**config.mk**
```make
export PLATFORM = sky130hd
export DESIGN_NAME = bounded_ordered_list_engine
export DESIGN_NICKNAME = d
export VERILOG_FILES = /design/src/hw/rtl/bole_pkg.sv /design/src/hw/rtl/bole_mem.sv /design/src/hw/rtl/bole_ctrl.sv /design/src/hw/rtl/bounded_ordered_list_engine.sv
export SDC_FILE = /design/constraint.sdc
export NUM_CORES = 1
export LEC_CHECK = 0
export BUFFER_PORTS_ARGS = -buffer_cell sky130_fd_sc_hd__buf_4
export CORE_MARGIN = 1
export CORE_UTILIZATION = 25
export DETAILED_ROUTE_END_ITERATION = 10
export PLACE_DENSITY = 0.42
export SYNTH_ARGS = -nofsm -noshare
export SYNTH_HDL_FRONTEND = slang
export SYNTH_HIERARCHICAL = 1
export SYNTH_SLANG_ARGS = --single-unit
```
**constraint.sdc**
```tcl
create_clock -name clk -period 6.5 [get_ports clk]
set_input_delay 1.3 -clock clk [delete_from_list [all_inputs] [get_ports clk]]
set_output_delay 1.3 -clock clk [all_outputs]
set_load 0.01 [all_outputs]
```
**src/hw/rtl/bole_pkg.sv**
```systemverilog
// ----------------------------------------------------------------------------
// bole_pkg
// shared codes and field types of the bounded ordered list engine
// ----------------------------------------------------------------------------
package bole_pkg;

  localparam int FUNC_W = 4;
  localparam int POS_W  = 5;
  localparam int VAL_W  = 32;
  localparam int ST_W   = 3;

  typedef logic [FUNC_W-1:0]        func_t;
  typedef logic [POS_W-1:0]         pos_t;
  typedef logic signed [VAL_W-1:0]  val_t;
  typedef logic [ST_W-1:0]          status_t;

  localparam func_t FN_INS_HEAD = 4'd0;
  localparam func_t FN_INS_TAIL = 4'd1;
  localparam func_t FN_INS_POS  = 4'd2;
  localparam func_t FN_DEL_HEAD = 4'd3;
  localparam func_t FN_DEL_TAIL = 4'd4;
  localparam func_t FN_DEL_POS  = 4'd5;
  localparam func_t FN_SEARCH   = 4'd6;
  localparam func_t FN_DUMP_FWD = 4'd7;
  localparam func_t FN_DUMP_BWD = 4'd8;

  localparam status_t ST_OK       = 3'd0;
  localparam status_t ST_EMPTY    = 3'd1;
  localparam status_t ST_BADPOS   = 3'd2;
  localparam status_t ST_FULL     = 3'd3;
  localparam status_t ST_NOTFOUND = 3'd4;

endpackage

```
**src/hw/rtl/bole_mem.sv**
```systemverilog
// ----------------------------------------------------------------------------
// bole_mem
// element store: one write port, one read port, registered read data
// ----------------------------------------------------------------------------
module bole_mem #(
  parameter int DEPTH = 16,
  parameter int AW    = 4,
  parameter int DW    = 32
) (
  input  logic          clk,
  input  logic          we,
  input  logic [AW-1:0] waddr,
  input  logic [DW-1:0] wdata,
  input  logic          re,
  input  logic [AW-1:0] raddr,
  output logic [DW-1:0] rdata
);

  logic [DW-1:0] mem [DEPTH];
  logic [DW-1:0] rdata_r;

  always_ff @(posedge clk) begin
    if (we) begin
      mem[waddr] <= wdata;
    end
  end

  // data holds until the next read
  always_ff @(posedge clk) begin
    if (re) begin
      rdata_r <= mem[raddr];
    end
  end

  assign rdata = rdata_r;

endmodule

```
**src/hw/rtl/bole_ctrl.sv**
```systemverilog
// ----------------------------------------------------------------------------
// bole_ctrl
// operation sequencer: checks, shift walks, search, dump and result register
// ----------------------------------------------------------------------------
module bole_ctrl #(
  parameter int CAPACITY = 16,
  parameter int IW       = 4,
  parameter int CW       = 5
) (
  input  logic               clk,
  input  logic               rst_n,
  input  logic               in_valid,
  output logic               in_ready,
  input  bole_pkg::func_t    in_func,
  input  bole_pkg::pos_t     in_position,
  input  bole_pkg::val_t     in_item_value,
  output logic               out_valid,
  input  logic               out_ready,
  output bole_pkg::status_t  out_status,
  output bole_pkg::val_t     out_value,
  output bole_pkg::pos_t     out_found_position,
  output logic               out_last,
  output logic               mem_we,
  output logic [IW-1:0]      mem_waddr,
  output logic [31:0]        mem_wdata,
  output logic               mem_re,
  output logic [IW-1:0]      mem_raddr,
  input  logic [31:0]        mem_rdata
);
  import bole_pkg::*;

  localparam int LW   = (CW > IW + 1) ? CW : IW + 1;
  localparam int CMPW = ((LW > POS_W) ? LW : POS_W) + 1;

  localparam logic [2:0] S_IDLE = 3'd0;
  localparam logic [2:0] S_SHUP = 3'd1;
  localparam logic [2:0] S_PUT  = 3'd2;
  localparam logic [2:0] S_SHDN = 3'd3;
  localparam logic [2:0] S_SRCH = 3'd4;
  localparam logic [2:0] S_DUMP = 3'd5;
  localparam logic [2:0] S_FIN  = 3'd6;

  logic [2:0]    state_r, state_nxt;
  logic [CW-1:0] cnt_r, cnt_nxt;
  logic [IW-1:0] k_r, k_nxt;
  logic [IW-1:0] idx_r, idx_nxt;
  logic [IW-1:0] lim_r, lim_nxt;
  logic [31:0]   val_r, val_nxt;
  logic          bwd_r, bwd_nxt;
  status_t       st_r, st_nxt;

  logic          ov_r;
  status_t       ost_r;
  val_t          oval_r;
  pos_t          opos_r;
  logic          olast_r;

  logic          load;
  status_t       ld_st;
  val_t          ld_val;
  pos_t          ld_pos;
  logic          ld_last;
  logic          out_free;

  logic [CMPW-1:0] n_w, pos_w, k1_w, tgt_w;
  logic            accept;

  assign out_free = !ov_r || out_ready;
  assign in_ready = (state_r == S_IDLE);
  assign accept   = in_valid && in_ready;

  assign n_w   = CMPW'(cnt_r);
  assign pos_w = CMPW'(in_position);
  assign k1_w  = CMPW'(k_r) + CMPW'(1);

  always_comb begin
    state_nxt = state_r;
    cnt_nxt   = cnt_r;
    k_nxt     = k_r;
    idx_nxt   = idx_r;
    lim_nxt   = lim_r;
    val_nxt   = val_r;
    bwd_nxt   = bwd_r;
    st_nxt    = st_r;
    mem_we    = 1'b0;
    mem_waddr = k_r;
    mem_wdata = mem_rdata;
    mem_re    = 1'b0;
    mem_raddr = k_r;
    load      = 1'b0;
    ld_st     = ST_OK;
    ld_val    = '0;
    ld_pos    = '0;
    ld_last   = 1'b1;
    tgt_w     = '0;

    unique case (state_r)
      S_IDLE: begin
        if (accept) begin
          val_nxt = in_item_value;
          unique case (in_func) inside
            FN_INS_HEAD, FN_INS_TAIL, FN_INS_POS: begin
              if (in_func == FN_INS_HEAD) begin
                tgt_w = '0;
              end else if (in_func == FN_INS_TAIL) begin
                tgt_w = n_w;
              end else begin
                tgt_w = pos_w - CMPW'(1);
              end
              state_nxt = S_FIN;
              if (in_func == FN_INS_POS &&
                  (pos_w == '0 || pos_w > n_w + CMPW'(1))) begin
                st_nxt = ST_BADPOS;
              end else if (n_w >= CMPW'(CAPACITY)) begin
                st_nxt = ST_FULL;
              end else begin
                st_nxt  = ST_OK;
                cnt_nxt = cnt_r + CW'(1);
                idx_nxt = IW'(tgt_w);
                if (tgt_w == n_w) begin
                  state_nxt = S_PUT;
                end else begin
                  mem_re    = 1'b1;
                  mem_raddr = IW'(n_w - CMPW'(1));
                  k_nxt     = IW'(n_w - CMPW'(1));
                  state_nxt = S_SHUP;
                end
              end
            end
            FN_DEL_HEAD, FN_DEL_TAIL, FN_DEL_POS: begin
              if (in_func == FN_DEL_HEAD) begin
                tgt_w = '0;
              end else if (in_func == FN_DEL_TAIL) begin
                tgt_w = n_w - CMPW'(1);
              end else begin
                tgt_w = pos_w - CMPW'(1);
              end
              state_nxt = S_FIN;
              if (n_w == '0) begin
                st_nxt = ST_EMPTY;
              end else if (in_func == FN_DEL_POS && (pos_w == '0 || pos_w > n_w)) begin
                st_nxt = ST_BADPOS;
              end else begin
                st_nxt  = ST_OK;
                cnt_nxt = cnt_r - CW'(1);
                lim_nxt = IW'(n_w - CMPW'(1));
                if (tgt_w != n_w - CMPW'(1)) begin
                  mem_re    = 1'b1;
                  mem_raddr = IW'(tgt_w + CMPW'(1));
                  k_nxt     = IW'(tgt_w + CMPW'(1));
                  state_nxt = S_SHDN;
                end
              end
            end
            FN_SEARCH: begin
              if (n_w == '0) begin
                st_nxt    = ST_NOTFOUND;
                state_nxt = S_FIN;
              end else begin
                mem_re    = 1'b1;
                mem_raddr = '0;
                k_nxt     = '0;
                lim_nxt   = IW'(n_w - CMPW'(1));
                state_nxt = S_SRCH;
              end
            end
            FN_DUMP_FWD, FN_DUMP_BWD: begin
              if (n_w == '0) begin
                st_nxt    = ST_EMPTY;
                state_nxt = S_FIN;
              end else begin
                bwd_nxt   = (in_func == FN_DUMP_BWD);
                lim_nxt   = IW'(n_w - CMPW'(1));
                mem_re    = 1'b1;
                mem_raddr = (in_func == FN_DUMP_BWD) ? IW'(n_w - CMPW'(1)) : '0;
                k_nxt     = (in_func == FN_DUMP_BWD) ? IW'(n_w - CMPW'(1)) : '0;
                state_nxt = S_DUMP;
              end
            end
            default: begin
              state_nxt = S_IDLE;
            end
          endcase
        end
      end
      S_SHUP: begin
        mem_we    = 1'b1;
        mem_waddr = IW'(k1_w);
        if (k_r == idx_r) begin
          state_nxt = S_PUT;
        end else begin
          mem_re    = 1'b1;
          mem_raddr = k_r - IW'(1);
          k_nxt     = k_r - IW'(1);
        end
      end
      S_PUT: begin
        mem_we    = 1'b1;
        mem_waddr = idx_r;
        mem_wdata = val_r;
        state_nxt = S_FIN;
      end
      S_SHDN: begin
        mem_we    = 1'b1;
        mem_waddr = k_r - IW'(1);
        if (k_r == lim_r) begin
          state_nxt = S_FIN;
        end else begin
          mem_re    = 1'b1;
          mem_raddr = IW'(k1_w);
          k_nxt     = IW'(k1_w);
        end
      end
      S_SRCH: begin
        if (mem_rdata == val_r) begin
          if (out_free) begin
            load      = 1'b1;
            ld_pos    = POS_W'(k1_w);
            state_nxt = S_IDLE;
          end
        end else if (k_r == lim_r) begin
          if (out_free) begin
            load      = 1'b1;
            ld_st     = ST_NOTFOUND;
            state_nxt = S_IDLE;
          end
        end else begin
          mem_re    = 1'b1;
          mem_raddr = IW'(k1_w);
          k_nxt     = IW'(k1_w);
        end
      end
      S_DUMP: begin
        if (out_free) begin
          load    = 1'b1;
          ld_val  = val_t'(mem_rdata);
          ld_pos  = POS_W'(k1_w);
          ld_last = bwd_r ? (k_r == '0) : (k_r == lim_r);
          if (ld_last) begin
            state_nxt = S_IDLE;
          end else begin
            mem_re    = 1'b1;
            mem_raddr = bwd_r ? k_r - IW'(1) : IW'(k1_w);
            k_nxt     = bwd_r ? k_r - IW'(1) : IW'(k1_w);
          end
        end
      end
      S_FIN: begin
        if (out_free) begin
          load      = 1'b1;
          ld_st     = st_r;
          state_nxt = S_IDLE;
        end
      end
      default: begin
        state_nxt = S_IDLE;
      end
    endcase
  end

  always_ff @(posedge clk) begin
    if (!rst_n) begin
      state_r <= S_IDLE;
      cnt_r   <= '0;
      ov_r    <= 1'b0;
    end else begin
      state_r <= state_nxt;
      cnt_r   <= cnt_nxt;
      if (load) begin
        ov_r <= 1'b1;
      end else if (out_ready) begin
        ov_r <= 1'b0;
      end
    end
  end

  always_ff @(posedge clk) begin
    k_r   <= k_nxt;
    idx_r <= idx_nxt;
    lim_r <= lim_nxt;
    val_r <= val_nxt;
    bwd_r <= bwd_nxt;
    st_r  <= st_nxt;
    if (load) begin
      ost_r   <= ld_st;
      oval_r  <= ld_val;
      opos_r  <= ld_pos;
      olast_r <= ld_last;
    end
  end

  assign out_valid          = ov_r;
  assign out_status         = ost_r;
  assign out_value          = oval_r;
  assign out_found_position = opos_r;
  assign out_last           = olast_r;

endmodule

```
**src/hw/rtl/bounded_ordered_list_engine.sv**
```systemverilog
// ----------------------------------------------------------------------------
// bounded_ordered_list_engine
// ordered list of up to CAPACITY signed 32-bit values in a single memory
//
// in_* transfers carry an operation, a 1-based position and a value; out_*
// transfers carry status, value, position and a last mark. Inserts, deletes
// and searches give one result; a dump gives one result per element, the
// final one with out_last set. Undefined operation codes give no result.
// One item is worked at a time: in_ready is high only while the sequencer
// is idle. An insert at position p of a list of n elements moves the elements
// from the tail down to p with one memory read and write each, then places
// the value and posts the result; a delete moves the elements behind p one
// place forward, then posts; a search reads from the head until a match or
// the tail, and a dump reads each element in turn. The next input transfer
// can follow in the cycle after the final result is posted. Element memory
// read data is registered, and each walk step waits on its read.
// Results leave through an output register; while the receiver stalls the
// sequencer holds its place and no memory access is lost. Reset empties the
// list and drops a pending result; the memory itself is not cleared.
// ----------------------------------------------------------------------------
module bounded_ordered_list_engine #(
  parameter int CAPACITY = 16
) (
  input  logic               clk,
  input  logic               rst_n,
  input  logic               in_valid,
  output logic               in_ready,
  input  bole_pkg::func_t    in_func,
  input  bole_pkg::pos_t     in_position,
  input  bole_pkg::val_t     in_item_value,
  output logic               out_valid,
  input  logic               out_ready,
  output bole_pkg::status_t  out_status,
  output bole_pkg::val_t     out_value,
  output bole_pkg::pos_t     out_found_position,
  output logic               out_last
);
  import bole_pkg::*;

  localparam int IW = $clog2(CAPACITY);
  localparam int CW = $clog2(CAPACITY + 1);

  logic          mem_we;
  logic [IW-1:0] mem_waddr;
  logic [31:0]   mem_wdata;
  logic          mem_re;
  logic [IW-1:0] mem_raddr;
  logic [31:0]   mem_rdata;

  bole_ctrl #(
    .CAPACITY(CAPACITY),
    .IW      (IW),
    .CW      (CW)
  ) u_ctrl (
    .clk               (clk),
    .rst_n             (rst_n),
    .in_valid          (in_valid),
    .in_ready          (in_ready),
    .in_func           (in_func),
    .in_position       (in_position),
    .in_item_value     (in_item_value),
    .out_valid         (out_valid),
    .out_ready         (out_ready),
    .out_status        (out_status),
    .out_value         (out_value),
    .out_found_position(out_found_position),
    .out_last          (out_last),
    .mem_we            (mem_we),
    .mem_waddr         (mem_waddr),
    .mem_wdata         (mem_wdata),
    .mem_re            (mem_re),
    .mem_raddr         (mem_raddr),
    .mem_rdata         (mem_rdata)
  );

  bole_mem #(
    .DEPTH(CAPACITY),
    .AW   (IW),
    .DW   (VAL_W)
  ) u_mem (
    .clk  (clk),
    .we   (mem_we),
    .waddr(mem_waddr),
    .wdata(mem_wdata),
    .re   (mem_re),
    .raddr(mem_raddr),
    .rdata(mem_rdata)
  );

endmodule

```
==> out/qor.csv <==
stage;metric;value;unit
run_status;status;finished clean;
synthesis;yosysUniqueCellTypes;81;
sta;finalSetupViolCount;0;
critical_path;path_delay_family;compound AO/OA/AOI/OAI gates;
cts;ctsHoldBuffers;0;
cts;path_clk_slew;60;ps
die;io_pins;88;
synthesis;synth_cells;1441;
detailed_routing;viasPerCell;4.76;
die;start_util;25.3;%
placement;dp.cells;2875;
detailed_routing;dr_wl_met3;3950;microns
grt;antenna_found_initial;3;
sta;finalHoldViolCount;0;
synthesis;ys_seq_elements;642;
die;core;104000;sq um
die;dieArea;107000;sq um
cts;clock_path_buffers;3;
placement;port_buffers;87;
cells_and_area;num-fill-cells;10200;
sta;skew;30.3;ps
cts;postCtsSetupRepairBufs;0;
grt;grt_pass1_vias;14900;
placement;dp.final_hpwl;42300;microns
critical_path;critPathSlowestCell;dfxtp_1;
sta;final.setup.tns;0;ps
die;num_rows;118;
cts;clk_latency;630;ps
cts;cts_buffers;72;
critical_path;cp-end-kind;flop;
sta;post-route-min-period;5240;ps
pwr;p_int;0.00948;W
cells_and_area;layout.cells.non_filler;3005;
pwr;power.switching;0.00445;W
grt;grt.overflow.total;0;
detailed_routing;num_vias;14300;
detailed_routing;initialDrtViolationCount;1393;
pwr;leakage;9.90;nW
synthesis;synth_flop_cell;edfxtp_1;
detailed_routing;drc_errors;0;
critical_path;crit_type;flop to flop;
pwr;combPwrFrac;30.4;%
cts;cts_sinks;642;
grt;grt_max_degree;47;
synthesis;ys_async_sr_fraction;0;%
cells_and_area;fin_nets;1634;
sta;post-route-period-util;80.7;%
critical_path;cp-start-kind;flop;
synthesis;yosysWarnings;6;
hold_path;hp-class;flop to flop;
sta;relSlewSlack;28.8;%
synthesis;synth_area;26400;sq um
critical_path;critPathBufInv;3;
critical_path;crit_chain;inv_1, ha_1, inv_1, ha_1, nor2b_1, o21bai_1, a31oi_1, or2_1, a21o_1, o211ai_1, and3_4, o31ai_2, a221o_4, buf_4, mux4_2, a22oi_1, nand2_1;
critical_path;critPathMaxStageDelay;590;ps
pwr;clkPwrFrac;28.8;%
synthesis;synth_most_common_cell;edfxtp_1;
cts;cts_resized;0;
pwr;pwr-share-seq;40.8;%
cts;htree_levels;3;
sta;slew_violations;0;
cells_and_area;drive_gt1_share;26.7;%
grt;gr-usage-all-layers;14.2;%
sta;worstMarginPinSlew;1070;ps
cts;cts_tree;built;
critical_path;critPathMaxFanout;22;
grt;grt_pass1_wl;109000;microns
critical_path;arrival;5590;ps
pwr;vdd_drop_max;0.214;mV
detailed_routing;avgRoutedWirePerCell;25.2;microns
pwr;p_sw_share;31.9;%
synthesis;synthTopCellsByArea;edfxtp_1, mux4_2, a22oi_1;
sta;grt_setup_unrepaired;no;
detailed_routing;drtAntennaViolNets;0;
synthesis;yosysTopAreaCellShare;71.7;%
critical_path;cp.required;6850;ps
detailed_routing;drt-met1-wl;35000;microns
synthesis;synth_top_area_cell;edfxtp_1;
cts;clock-root-buffer;clkbuf_16;
die;die_width;327;microns
synthesis;syn-num-nets;1506;
synthesis;avgSynthCellArea;18.3;sq um
detailed_routing;drt-total-wl;75900;microns
sta;fmax;0.191;GHz
synthesis;yosysSeqAreaShare;72.6;%
detailed_routing;top_layer_used;met5;
run;max-cap-violations;0;
placement;place.gp.congestion;0.832;
cells_and_area;synthToLayoutAreaGrowth;18.7;%
detailed_routing;met2_wirelength;35300;microns
synthesis;synth_common_cells;edfxtp_1, mux4_2, nand2_1;
synthesis;synth-edff-count;629;
pwr;p_per_area;445;nW/um^2
die;die_y;327;microns
detailed_routing;first_pass_iters;5;
## cells by family (layout without fill, tap and decap cells)
kind of cell / count (synthesis) / count (layout) / synth area share, %
flip-flops: 642 / 642 / 72.6
other: 0 / 1 / 0
AND/OR/NAND/NOR: 268 / 268 / 5.19
XOR/XNOR: 62 / 62 / 2.06
AO/OA/AOI/OAI: 192 / 192 / 5.23
multiplexers: 162 / 162 / 12.4
buffers and inverters: 95 / 278 / 1.52
adder cells (fa/ha/maj): 20 / 20 / 0.978
## power groups by stage
stage	combinational (W)	clock, W	sequential, W
6_report	0.00423	0.00401	0.00568
5_1_grt	0.00461	0.00427	0.00572
2_1_floorplan	0.00293	0	0.00561
4_1_cts	0.00435	0.00413	0.00568
3_5_place_dp	0.00435	0	0.00576
3_3_place_gp	0.00430	0	0.00576
## through the flow
stage	util, %	hold slack (ps)	power, W	worst slack (ps)	area, sq um
after CTS	30.1	598	0.0142	1170	31300
after floorplan	-	528	0.00854	1640	26400
after global routing	30.1	611	0.0146	764	31300
final	30.1	584	0.0139	1260	31300
after global placement	27.9	577	0.0101	843	29000
after detailed placement	27.9	581	0.0101	812	29000
## worst paths after layout
check / cells past startpoint / from / to / slack [ps]
worst max-delay path: 17 / u_ctrl/cnt_r[1] / u_mem/rdata[17] / 1260
worst min-delay path: 1 / u_ctrl/st_r[1] / u_ctrl/out_status[1] / 580
worst max register to register: 17 / u_ctrl/cnt_r[1] / u_mem/rdata[17] / 1260
worst min register to register: 1 / u_ctrl/st_r[1] / u_ctrl/out_status[1] / 580
## cells in the final DEF (no fill, tap or decap), drive strengths merged, types with 4 or more instances in the layout
cell type and count:
nor2 54, nor2b 9, and3 4, nor3b 4, a21oi 28, xnor2 20, mux2 32, o31ai 8
buf 126, o211ai 9, edfxtp 629, xor2 42, mux4 128, o22ai 8, nor3 24, nand3 19
o21ai 22, bufinv 6, a31oi 7, dfxtp 13, and2 40, a22oi 65, ha 19, nor4 14
clkinv 31, nand2b 4, nand4 7, a21o 5, clkbuf 89, inv 25, nand2 74
## final cells by class
class,instances,area (sq um),share of cell area (%)
inverters,23,86.3,0.276
repair buffers,126,1030,3.30
well taps,1380,1730,5.52
clock buffers,89,1910,6.10
clock inverters,40,390,1.25
multi-input cells,704,7000,22.4
flip-flops and latches,642,19100,61.2
diodes,1,2.50,0.00800
## flip-flops by register name (all words and copies together) (netlist names), 3 cells and up
register	cells
u_ctrl/cnt_r	5
u_ctrl/idx_r	4
u_ctrl/k_r	4
u_ctrl/lim_r	4
u_ctrl/out_found_position	5
u_ctrl/out_status	3
u_ctrl/out_value	32
u_ctrl/st_r	3
u_ctrl/state_r	3
u_ctrl/val_r	32
u_mem/mem	512
u_mem/rdata	32
## routing by layer
layer | global-route usage [%] | up-vias
li1 | - | 6139
met1 | 20.0 | 7636
met2 | 22.5 | 432
met3 | 2.54 | 102
met4 | 3.63 | 2
met5 | 0 | -
Power figures use the tool's default switching activity.
